## src/rtl/spf_pkg.sv

```systemverilog
// spf_pkg: types and constants shared by the servo packet framer modules
// no dependencies; used by spf_front, spf_queue, spf_back and the top level

package spf_pkg;

	// command item taken on the input channel
	typedef struct packed {
		logic        opcode;
		logic [7:0]  servo_id;
		logic [15:0] goal_position;
		logic [15:0] move_speed;
	} cmd_t;

	// one serial byte on the output channel
	typedef struct packed {
		logic [7:0] tx_byte;
		logic       packet_end;
		logic       run_last;
	} tx_t;

	// configuration register file contents
	typedef struct packed {
		logic [4:0]  sync_entry_count;
		logic [15:0] sync_speed;
		logic [7:0]  write_opcode_byte;
		logic [7:0]  sync_opcode_byte;
		logic [7:0]  goal_address;
	} cfg_t;

	// classified work item passed from front to back
	typedef struct packed {
		logic        sync;       // 1 sync-write entry, 0 single write
		logic        hdr;        // sync entry opens a packet
		logic        chk;        // sync entry closes a packet
		logic [7:0]  sync_len;   // length byte of the sync packet
		logic [7:0]  servo_id;
		logic [15:0] goal_position;
		logic [15:0] move_speed;
	} work_t;

	// queue status toward the top level
	typedef struct packed {
		logic full;
		logic empty;
	} qstat_t;

	// opcodes
	localparam logic OP_SINGLE = 1'b0;
	localparam logic OP_SYNC   = 1'b1;

	// register indexes
	localparam logic [2:0] REG_SYNC_COUNT = 3'd0;
	localparam logic [2:0] REG_SYNC_SPEED = 3'd1;
	localparam logic [2:0] REG_WRITE_OP   = 3'd2;
	localparam logic [2:0] REG_SYNC_OP    = 3'd3;
	localparam logic [2:0] REG_GOAL_ADDR  = 3'd4;

	// register reset values
	localparam logic [4:0]  RST_SYNC_COUNT = 5'd1;
	localparam logic [15:0] RST_SYNC_SPEED = 16'd752;
	localparam logic [7:0]  RST_WRITE_OP   = 8'd3;
	localparam logic [7:0]  RST_SYNC_OP    = 8'd131;
	localparam logic [7:0]  RST_GOAL_ADDR  = 8'd30;

	// fixed packet bytes
	localparam logic [7:0] HDR_BYTE       = 8'hff;
	localparam logic [7:0] BCAST_ID       = 8'hfe;
	localparam logic [7:0] WRITE_LEN      = 8'h07;
	localparam logic [7:0] SYNC_ENTRY_LEN = 8'h04;
	localparam logic [7:0] SYNC_LEN_BASE  = 8'h04;

	// byte sequencer steps
	localparam logic [3:0] STEP_FIRST      = 4'd0;
	localparam logic [3:0] STEP_SUM_FIRST  = 4'd2;
	localparam logic [3:0] STEP_SINGLE_CHK = 4'd10;
	localparam logic [3:0] STEP_SYNC_ENTRY = 4'd7;
	localparam logic [3:0] STEP_SYNC_LAST  = 4'd11;
	localparam logic [3:0] STEP_SYNC_CHK   = 4'd12;

endpackage

```

## src/rtl/servo_command_packet_framer_core.sv

```systemverilog
// servo_command_packet_framer_core: top level of the servo bus packet framer
// depends on spf_pkg, spf_front, spf_queue, spf_back; holds the APB register file
//
// channel   direction  handshake          payload
// cmd       in         cmd_valid/stall    spf_pkg::cmd_t (opcode, id, position, speed)
// tx        out        tx_valid/stall     spf_pkg::tx_t (tx_byte, packet_end, run_last)
// apb       in         psel/penable       5 registers at byte address 4*i
//
// one output beat per cycle while work is pending and tx is not stalled; an item is
// 11 bytes (single write) or 5, 6, 12 or 13 bytes (sync entry), set by the byte sequencer
// a two-entry queue lets command beats be taken back to back while bytes drain
// cmd_stall rises only while the queue is full; tx_stall holds the output register
// reset clears the registers to their defaults and the sync entry state

module servo_command_packet_framer_core #(
	parameter int MAX_ENTRIES = 24
) (
	input  logic          clk,
	input  logic          arst_n,
	input  spf_pkg::cmd_t cmd,
	input  logic          cmd_valid,
	output logic          cmd_stall,
	output spf_pkg::tx_t  tx,
	output logic          tx_valid,
	input  logic          tx_stall,
	input  logic          psel,
	input  logic          penable,
	input  logic          pwrite,
	input  logic [4:0]    paddr,
	input  logic [31:0]   pwdata,
	output logic [31:0]   prdata,
	output logic          pready
);

	spf_pkg::cfg_t   cfg_q;
	spf_pkg::work_t  front_work;
	spf_pkg::work_t  q_data;
	spf_pkg::qstat_t q_stat;
	logic            take;
	logic            q_pop;
	logic            wr_en;
	logic [2:0]      reg_idx;

	assign pready  = 1'b1;
	assign reg_idx = paddr[4:2];
	assign wr_en   = psel && penable && pwrite;

	// register writes
	always_ff @(posedge clk or negedge arst_n) begin
		if (!arst_n) begin
			cfg_q.sync_entry_count  <= spf_pkg::RST_SYNC_COUNT;
			cfg_q.sync_speed        <= spf_pkg::RST_SYNC_SPEED;
			cfg_q.write_opcode_byte <= spf_pkg::RST_WRITE_OP;
			cfg_q.sync_opcode_byte  <= spf_pkg::RST_SYNC_OP;
			cfg_q.goal_address      <= spf_pkg::RST_GOAL_ADDR;
		end else if (wr_en) begin
			case (reg_idx)
				spf_pkg::REG_SYNC_COUNT: cfg_q.sync_entry_count  <= pwdata[4:0];
				spf_pkg::REG_SYNC_SPEED: cfg_q.sync_speed        <= pwdata[15:0];
				spf_pkg::REG_WRITE_OP:   cfg_q.write_opcode_byte <= pwdata[7:0];
				spf_pkg::REG_SYNC_OP:    cfg_q.sync_opcode_byte  <= pwdata[7:0];
				spf_pkg::REG_GOAL_ADDR:  cfg_q.goal_address      <= pwdata[7:0];
				default: ;
			endcase
		end
	end

	// register reads
	always_comb begin
		case (reg_idx)
			spf_pkg::REG_SYNC_COUNT: prdata = {27'd0, cfg_q.sync_entry_count};
			spf_pkg::REG_SYNC_SPEED: prdata = {16'd0, cfg_q.sync_speed};
			spf_pkg::REG_WRITE_OP:   prdata = {24'd0, cfg_q.write_opcode_byte};
			spf_pkg::REG_SYNC_OP:    prdata = {24'd0, cfg_q.sync_opcode_byte};
			spf_pkg::REG_GOAL_ADDR:  prdata = {24'd0, cfg_q.goal_address};
			default:                 prdata = 32'd0;
		endcase
	end

	// input handshake
	assign cmd_stall = q_stat.full;
	assign take      = cmd_valid && !cmd_stall;

	spf_front #(
		.MAX_ENTRIES(MAX_ENTRIES)
	) u_front (
		.clk    (clk),
		.arst_n (arst_n),
		.cfg    (cfg_q),
		.cmd    (cmd),
		.take   (take),
		.work   (front_work)
	);

	spf_queue u_queue (
		.clk       (clk),
		.arst_n    (arst_n),
		.push      (take),
		.push_data (front_work),
		.pop       (q_pop),
		.pop_data  (q_data),
		.stat      (q_stat)
	);

	spf_back u_back (
		.clk      (clk),
		.arst_n   (arst_n),
		.cfg      (cfg_q),
		.q_avail  (!q_stat.empty),
		.q_data   (q_data),
		.q_pop    (q_pop),
		.tx       (tx),
		.tx_valid (tx_valid),
		.tx_stall (tx_stall)
	);

	// a checksum byte always closes the bytes of its command
	a_end_is_last: assert property (@(posedge clk) disable iff (!arst_n)
		tx_valid && tx.packet_end |-> tx.run_last)
		else $error("checksum beat not marked as last");

	// the queue is never full and empty at once
	a_queue_state: assert property (@(posedge clk) disable iff (!arst_n)
		!(q_stat.full && q_stat.empty))
		else $error("queue full and empty together");

	// a beat taken into an empty queue leaves it non-empty next cycle
	a_queue_fill: assert property (@(posedge clk) disable iff (!arst_n)
		take && q_stat.empty |=> !q_stat.empty)
		else $error("accepted command lost by the queue");

endmodule

```

## src/rtl/spf_front.sv

```systemverilog
// spf_front: accepts command beats and classifies sync entries
// depends on spf_pkg; tracks the entry count of the pending sync packet

module spf_front #(
	parameter int MAX_ENTRIES = 24
) (
	input  logic           clk,
	input  logic           arst_n,
	input  spf_pkg::cfg_t  cfg,
	input  spf_pkg::cmd_t  cmd,
	input  logic           take,
	output spf_pkg::work_t work
);

	logic [4:0] entries_sent_q;
	logic [7:0] cnt_raw;
	logic [7:0] cnt_max;
	logic [7:0] cnt_eff;
	logic [7:0] sent_next;
	logic       sync_last;

	// effective entry count, clamped to one and to the maximum
	always_comb begin
		cnt_raw = {3'b000, cfg.sync_entry_count};
		cnt_max = 8'(MAX_ENTRIES);
		if (cnt_raw == 8'd0) begin
			cnt_eff = 8'd1;
		end else if (cnt_raw > cnt_max) begin
			cnt_eff = cnt_max;
		end else begin
			cnt_eff = cnt_raw;
		end
		sent_next = {3'b000, entries_sent_q} + 8'd1;
		sync_last = (sent_next >= cnt_eff);
	end

	// classification of the incoming beat
	always_comb begin
		work.sync          = (cmd.opcode == spf_pkg::OP_SYNC);
		work.hdr           = (entries_sent_q == 5'd0);
		work.chk           = sync_last;
		work.sync_len      = {cnt_eff[5:0], 2'b00} + cnt_eff + spf_pkg::SYNC_LEN_BASE;
		work.servo_id      = cmd.servo_id;
		work.goal_position = cmd.goal_position;
		work.move_speed    = cmd.move_speed;
	end

	// entries already sent in the pending sync packet
	always_ff @(posedge clk or negedge arst_n) begin
		if (!arst_n) begin
			entries_sent_q <= 5'd0;
		end else if (take) begin
			if (cmd.opcode == spf_pkg::OP_SINGLE || sync_last) begin
				entries_sent_q <= 5'd0;
			end else begin
				entries_sent_q <= sent_next[4:0];
			end
		end
	end

endmodule

```

## src/rtl/spf_queue.sv

```systemverilog
// spf_queue: two-entry queue of classified work items
// depends on spf_pkg; sits between the front and the back

module spf_queue (
	input  logic             clk,
	input  logic             arst_n,
	input  logic             push,
	input  spf_pkg::work_t   push_data,
	input  logic             pop,
	output spf_pkg::work_t   pop_data,
	output spf_pkg::qstat_t  stat
);

	spf_pkg::work_t mem_q [2];
	logic           wr_ptr_q;
	logic           rd_ptr_q;
	logic [1:0]     count_q;

	assign stat.full  = (count_q == 2'd2);
	assign stat.empty = (count_q == 2'd0);
	assign pop_data   = mem_q[rd_ptr_q];

	// storage
	always_ff @(posedge clk) begin
		if (push) begin
			mem_q[wr_ptr_q] <= push_data;
		end
	end

	// pointers and fill count
	always_ff @(posedge clk or negedge arst_n) begin
		if (!arst_n) begin
			wr_ptr_q <= 1'b0;
			rd_ptr_q <= 1'b0;
			count_q  <= 2'd0;
		end else begin
			if (push) begin
				wr_ptr_q <= ~wr_ptr_q;
			end
			if (pop) begin
				rd_ptr_q <= ~rd_ptr_q;
			end
			if (push && !pop) begin
				count_q <= count_q + 2'd1;
			end else if (pop && !push) begin
				count_q <= count_q - 2'd1;
			end
		end
	end

endmodule

```

## src/rtl/spf_back.sv

```systemverilog
// spf_back: byte sequencer that emits packet bytes and the checksum
// depends on spf_pkg; pops work items from spf_queue, drives the output register

module spf_back (
	input  logic            clk,
	input  logic            arst_n,
	input  spf_pkg::cfg_t   cfg,
	input  logic            q_avail,
	input  spf_pkg::work_t  q_data,
	output logic            q_pop,
	output spf_pkg::tx_t    tx,
	output logic            tx_valid,
	input  logic            tx_stall
);

	spf_pkg::work_t item_q;
	logic           busy_q;
	logic [3:0]     step_q;
	logic [7:0]     sum_q;
	spf_pkg::tx_t   tx_q;
	logic           tx_valid_q;

	logic           adv;
	logic           emit;
	logic           at_last;
	logic           at_chk;
	logic           sum_en;
	logic [3:0]     last_step;
	logic [3:0]     start_step;
	logic [7:0]     byte_val;

	assign tx       = tx_q;
	assign tx_valid = tx_valid_q;

	// output register can take a byte
	assign adv  = !tx_valid_q || !tx_stall;
	assign emit = busy_q && adv;

	// step bounds of the current item
	always_comb begin
		if (!item_q.sync) begin
			last_step = spf_pkg::STEP_SINGLE_CHK;
		end else if (item_q.chk) begin
			last_step = spf_pkg::STEP_SYNC_CHK;
		end else begin
			last_step = spf_pkg::STEP_SYNC_LAST;
		end
		at_last = (step_q == last_step);
		at_chk  = at_last && (!item_q.sync || item_q.chk);
		sum_en  = (step_q >= spf_pkg::STEP_SUM_FIRST) && !at_chk;
	end

	// first step of the next item
	always_comb begin
		if (q_data.sync && !q_data.hdr) begin
			start_step = spf_pkg::STEP_SYNC_ENTRY;
		end else begin
			start_step = spf_pkg::STEP_FIRST;
		end
	end

	// byte selection
	always_comb begin
		if (!item_q.sync) begin
			case (step_q)
				4'd0, 4'd1: byte_val = spf_pkg::HDR_BYTE;
				4'd2:       byte_val = item_q.servo_id;
				4'd3:       byte_val = spf_pkg::WRITE_LEN;
				4'd4:       byte_val = cfg.write_opcode_byte;
				4'd5:       byte_val = cfg.goal_address;
				4'd6:       byte_val = item_q.goal_position[7:0];
				4'd7:       byte_val = item_q.goal_position[15:8];
				4'd8:       byte_val = item_q.move_speed[7:0];
				4'd9:       byte_val = item_q.move_speed[15:8];
				default:    byte_val = ~sum_q;
			endcase
		end else begin
			case (step_q)
				4'd0, 4'd1: byte_val = spf_pkg::HDR_BYTE;
				4'd2:       byte_val = spf_pkg::BCAST_ID;
				4'd3:       byte_val = item_q.sync_len;
				4'd4:       byte_val = cfg.sync_opcode_byte;
				4'd5:       byte_val = cfg.goal_address;
				4'd6:       byte_val = spf_pkg::SYNC_ENTRY_LEN;
				4'd7:       byte_val = item_q.servo_id;
				4'd8:       byte_val = item_q.goal_position[7:0];
				4'd9:       byte_val = item_q.goal_position[15:8];
				4'd10:      byte_val = cfg.sync_speed[7:0];
				4'd11:      byte_val = cfg.sync_speed[15:8];
				default:    byte_val = ~sum_q;
			endcase
		end
	end

	// pop when idle or when the last byte of the current item leaves
	assign q_pop = q_avail && (!busy_q || (emit && at_last));

	// sequencer control
	always_ff @(posedge clk or negedge arst_n) begin
		if (!arst_n) begin
			busy_q     <= 1'b0;
			step_q     <= spf_pkg::STEP_FIRST;
			tx_valid_q <= 1'b0;
		end else begin
			if (adv) begin
				tx_valid_q <= busy_q;
			end
			if (q_pop) begin
				busy_q <= 1'b1;
				step_q <= start_step;
			end else if (emit) begin
				if (at_last) begin
					busy_q <= 1'b0;
				end else begin
					step_q <= step_q + 4'd1;
				end
			end
		end
	end

	// item, running checksum and output payload
	always_ff @(posedge clk) begin
		if (q_pop) begin
			item_q <= q_data;
		end
		if (emit) begin
			sum_q           <= ((step_q == spf_pkg::STEP_FIRST) ? 8'd0 : sum_q)
				+ (sum_en ? byte_val : 8'd0);
			tx_q.tx_byte    <= byte_val;
			tx_q.packet_end <= at_chk;
			tx_q.run_last   <= at_last;
		end
	end

endmodule

```

## config.mk

```make
export PLATFORM = sky130hd
export DESIGN_NAME = servo_command_packet_framer_core
export DESIGN_NICKNAME = d
export VERILOG_FILES = /design/src/rtl/spf_pkg.sv /design/src/rtl/servo_command_packet_framer_core.sv /design/src/rtl/spf_front.sv /design/src/rtl/spf_queue.sv /design/src/rtl/spf_back.sv
export SDC_FILE = /design/constraint.sdc
export NUM_CORES = 1
export LEC_CHECK = 0
export BUFFER_PORTS_ARGS = -buffer_cell sky130_fd_sc_hd__buf_2
export CAP_MARGIN = 20
export CORE_MARGIN = 3
export CORE_UTILIZATION = 30
export DETAILED_ROUTE_END_ITERATION = 6
export SLEW_MARGIN = 10
export SYNTH_ARGS = -nofsm -noshare
export SYNTH_HDL_FRONTEND = slang
export SYNTH_SLANG_ARGS = --single-unit
```

## constraint.sdc

```tcl
create_clock -name clk -period 5.55 [get_ports clk]
set_input_delay 0.2775 -clock clk [delete_from_list [all_inputs] [get_ports clk]]
set_output_delay 0.2775 -clock clk [all_outputs]
set_load 0.05 [all_outputs]
```

==> impl_metrics.yaml <==
run_status:
  status: "complete, no violations"
critical_path:
  crit_required_ns: 5.83
  rr_startpoint: "u_back.step_q[0]$_DFFE_PN0P_"
  reg2reg_depth: 14
  timing.rr.end: "u_back.sum_q[7]$_DFFE_PP_"
  startpoint_type: "flop"
  reg2reg_slack_ns: 0.94
  crit_path_end: "u_back.sum_q[7]$_DFFE_PP_"
  path_class: "flop to flop"
  crit_arrival_ns: 4.89
  cp_max_fo: 16
  crit_start: "u_back.step_q[0]$_DFFE_PN0P_"
  critPathCaptureType: "flop"
final_layout:
  diodes: 0
  drive_gt1_frac: 0.290
  final_nets: 1049
  area_delta_synth_final_pct: 21.3
  final_cell_mix: "170 x edfxtp_1, 99 x mux2_2, 94 x buf_2"
  final_common_cell: "edfxtp_1"
clocking:
  worstSkewPairLatency_ns: 0.53
  cts_made_buffers: 25
  htree_levels: 1
  post-cts-setup-buffer-count: 0
  numClockSinks: 230
  cts_buffer_depth: 3
  path_clk_slew_ns: 0.07
  cts_hold_repair.buffers: 50
  cts_tree: "yes"
  post_cts_resized: 0
  clockRootBuffer: "clkbuf_16"
detailed_routing:
  wl_per_cell_um: 19.4
  initialDrtViolationCount: 668
  ant_nets: 0
  viasPerCell: 4.98
  drcViolationCount: 0
  wl_um: 27400
  dr_total_vias: 7029
  drt-pass1-iter-count: 6
synthesis:
  synth-xor-area-share: 0.0151
  ys_seq_elements: 230
  synthAdderAreaFrac: 0.0328
  avgSynthCellArea_um2: 13.7
  yosys_warnings: 0
  syn_area_um2: 10800
  syn_inst: 789
  synth_edf_count: 170
  synth_top_family_by_area: "compound AO/OA/AOI/OAI gates"
  synth-compound-area-share: 0.112
  muxShareOfSynthArea: 0.110
  postSynth.topFlopCell: "edfxtp_1"
  synthArstFlopShare: 0.261
  synth_cell_types: 75
  synth_simple_gate_area_frac: 0.0747
  synth-seq-area-share: 0.615
sta:
  fin_crit_sh: 0.830
  slew_headroom: 0.313
  worstMarginPinSlew_ns: 1.00
  finalClockSkew_ns: 0.0188
  fmax_ghz: 0.217
  fin_crit_ns: 4.61
  finalSetupViolCount: 0
  fin_setup_tns_ns: 0
  hold_viol_final: 0
  drv_slew: 0
  rsz0062_at_grt: "false"
global_route:
  grt_start_max_net_pins: 61
  grt_pass1_vias: 7087
  globalRouteOverflowTotal: 0
  grt_util_all_layers: 0.140
  antenna_found_initial: 1
  grt_pass1_wl_um: 42300
floorplanning:
  coreArea_um2: 35000
  num_rows: 68
  die_area_um2: 38200
  initial_core_util: 0.308
  die_w_um: 195
  die_h_um: 195
  io_pins: 130
run:
  drv_cap: 0
power_and_ir_drop:
  p_per_area_nw_per_um2: 550
  vdd_drop_max_v: 0.000263
  leakage_nw: 4.99
  p_total_w: 0.00718
placed_design:
  gp_congestion: 0.913
  port_buffers: 94
  dpl.hpwl_um: 19200
hold_path:
  hold_class: "input pin to flop"
  min_path_cells: 2
## metal layers
metal  share of wire  wire length (um)  global-route usage  vias up
li1                -                 -                   -     3256
met1            0.44             11900               0.193     3479
met2            0.48             13100               0.230      235
met3           0.059              1610              0.0233       57
met4           0.026               714              0.0380        2
met5         0.00044                12                   0        -
## per-stage QoR
stage,instances,hold WS [ns],setup slack [ns],instance area [um^2],util
after floorplan,804,-0.0181,1.63,10800,-
after global placement,1314,0.464,1.05,11700,0.335
after detailed placement,1314,0.468,1.06,11700,0.335
after CTS,1410,0.00438,1.04,13100,0.373
after global routing,1411,0.0132,0.610,13100,0.374
final,1411,0.00894,0.943,13100,0.374
## kinds of logic (layout without fill, tap and decap cells)
| logic type | count (synthesis) | in the layout |
|---|---|---|
| AOI/OAI and AO/OA | 168 | 168 |
| xor gates and xnor gates | 17 | 17 |
| adders and majority gates | 27 | 27 |
| buffers and inverters | 88 | 240 |
| DFF | 230 | 230 |
| muxes | 106 | 106 |
| other | 2 | 17 |
| and+or+nand+nor | 151 | 151 |
## sequential cells by signal, indices dropped and copies added, names as in the netlist, 2 cells and up
name,cells
u_queue.mem_q,102
u_back.item_q,50
cfg_q,45
u_back.tx,10
u_back.sum_q,8
u_front.entries_sent_q,5
u_back.step_q,4
u_queue.count_q,2
## final cells by class
cell class,count,area [um^2]
clock buffer,29,641
clock inverter,17,213
fill,3371,21900
inverter,31,116
multi-input combinational,486,3790
sequential,230,6630
tap,455,569
timing repair buffer,163,1110
## how the worst min path moves through the flow
stage                                endpoint       start  slack, ns
2_1_floorplan            cfg_q[0]$_DFFE_PN0P_      arst_n      -0.02
3_3_place_gp   u_queue.mem_q[0][36]$_DFFE_PP_     cmd[36]       0.46
3_5_place_dp   u_queue.mem_q[1][35]$_DFFE_PP_     cmd[35]       0.47
4_1_cts                  cfg_q[6]$_DFFE_PN0P_   pwdata[6]      0.004
5_1_grt                 cfg_q[37]$_DFFE_PN0P_  pwdata[13]       0.01
6_report                cfg_q[37]$_DFFE_PN0P_  pwdata[13]      0.009
## cells in the mapped netlist, types with 10 or more instances
master | instances | area (um^2)
nor2b_1 | 16 | 100
o22ai_1 | 13 | 81.3
a22oi_1 | 26 | 195
o21ai_0 | 23 | 115
mux2_2 | 99 | 1110
buf_2 | 15 | 75.1
nand3b_1 | 11 | 82.6
dfrtp_1 | 45 | 1130
edfxtp_1 | 170 | 5100
xnor2_1 | 10 | 87.6
buf_4 | 18 | 135
a21oi_1 | 32 | 160
nor2_1 | 24 | 90.1
inv_1 | 31 | 116
clkbuf_1 | 17 | 63.8
ha_1 | 25 | 313
nand2_1 | 39 | 146
nand3_1 | 14 | 70.1
dfstp_2 | 15 | 394
## worst max-delay path: stages (launching register included)
cell and delay [ns]:
dfrtp_1 0.48, inv_1 0.12, ha_1 0.46, buf_4 0.30, a22oi_1 0.23, o2bb2ai_1 0.10, a2111oi_1 0.74, o21a_1 0.18
a221oi_1 0.06, nor2b_1 0.21, ha_1 0.33, a21oi_1 0.22, o21ai_0 0.17, o41ai_1 0.29, xnor3_1 0.46
## power breakdown
part | internal, W | switching [W]
Clock | 0.00106 | 0.000662
Sequential | 0.00247 | 0.000280
Combinational | 0.00112 | 0.00160
Total | 0.00464 | 0.00254
No activity file was read; power rests on OpenSTA's default activity.
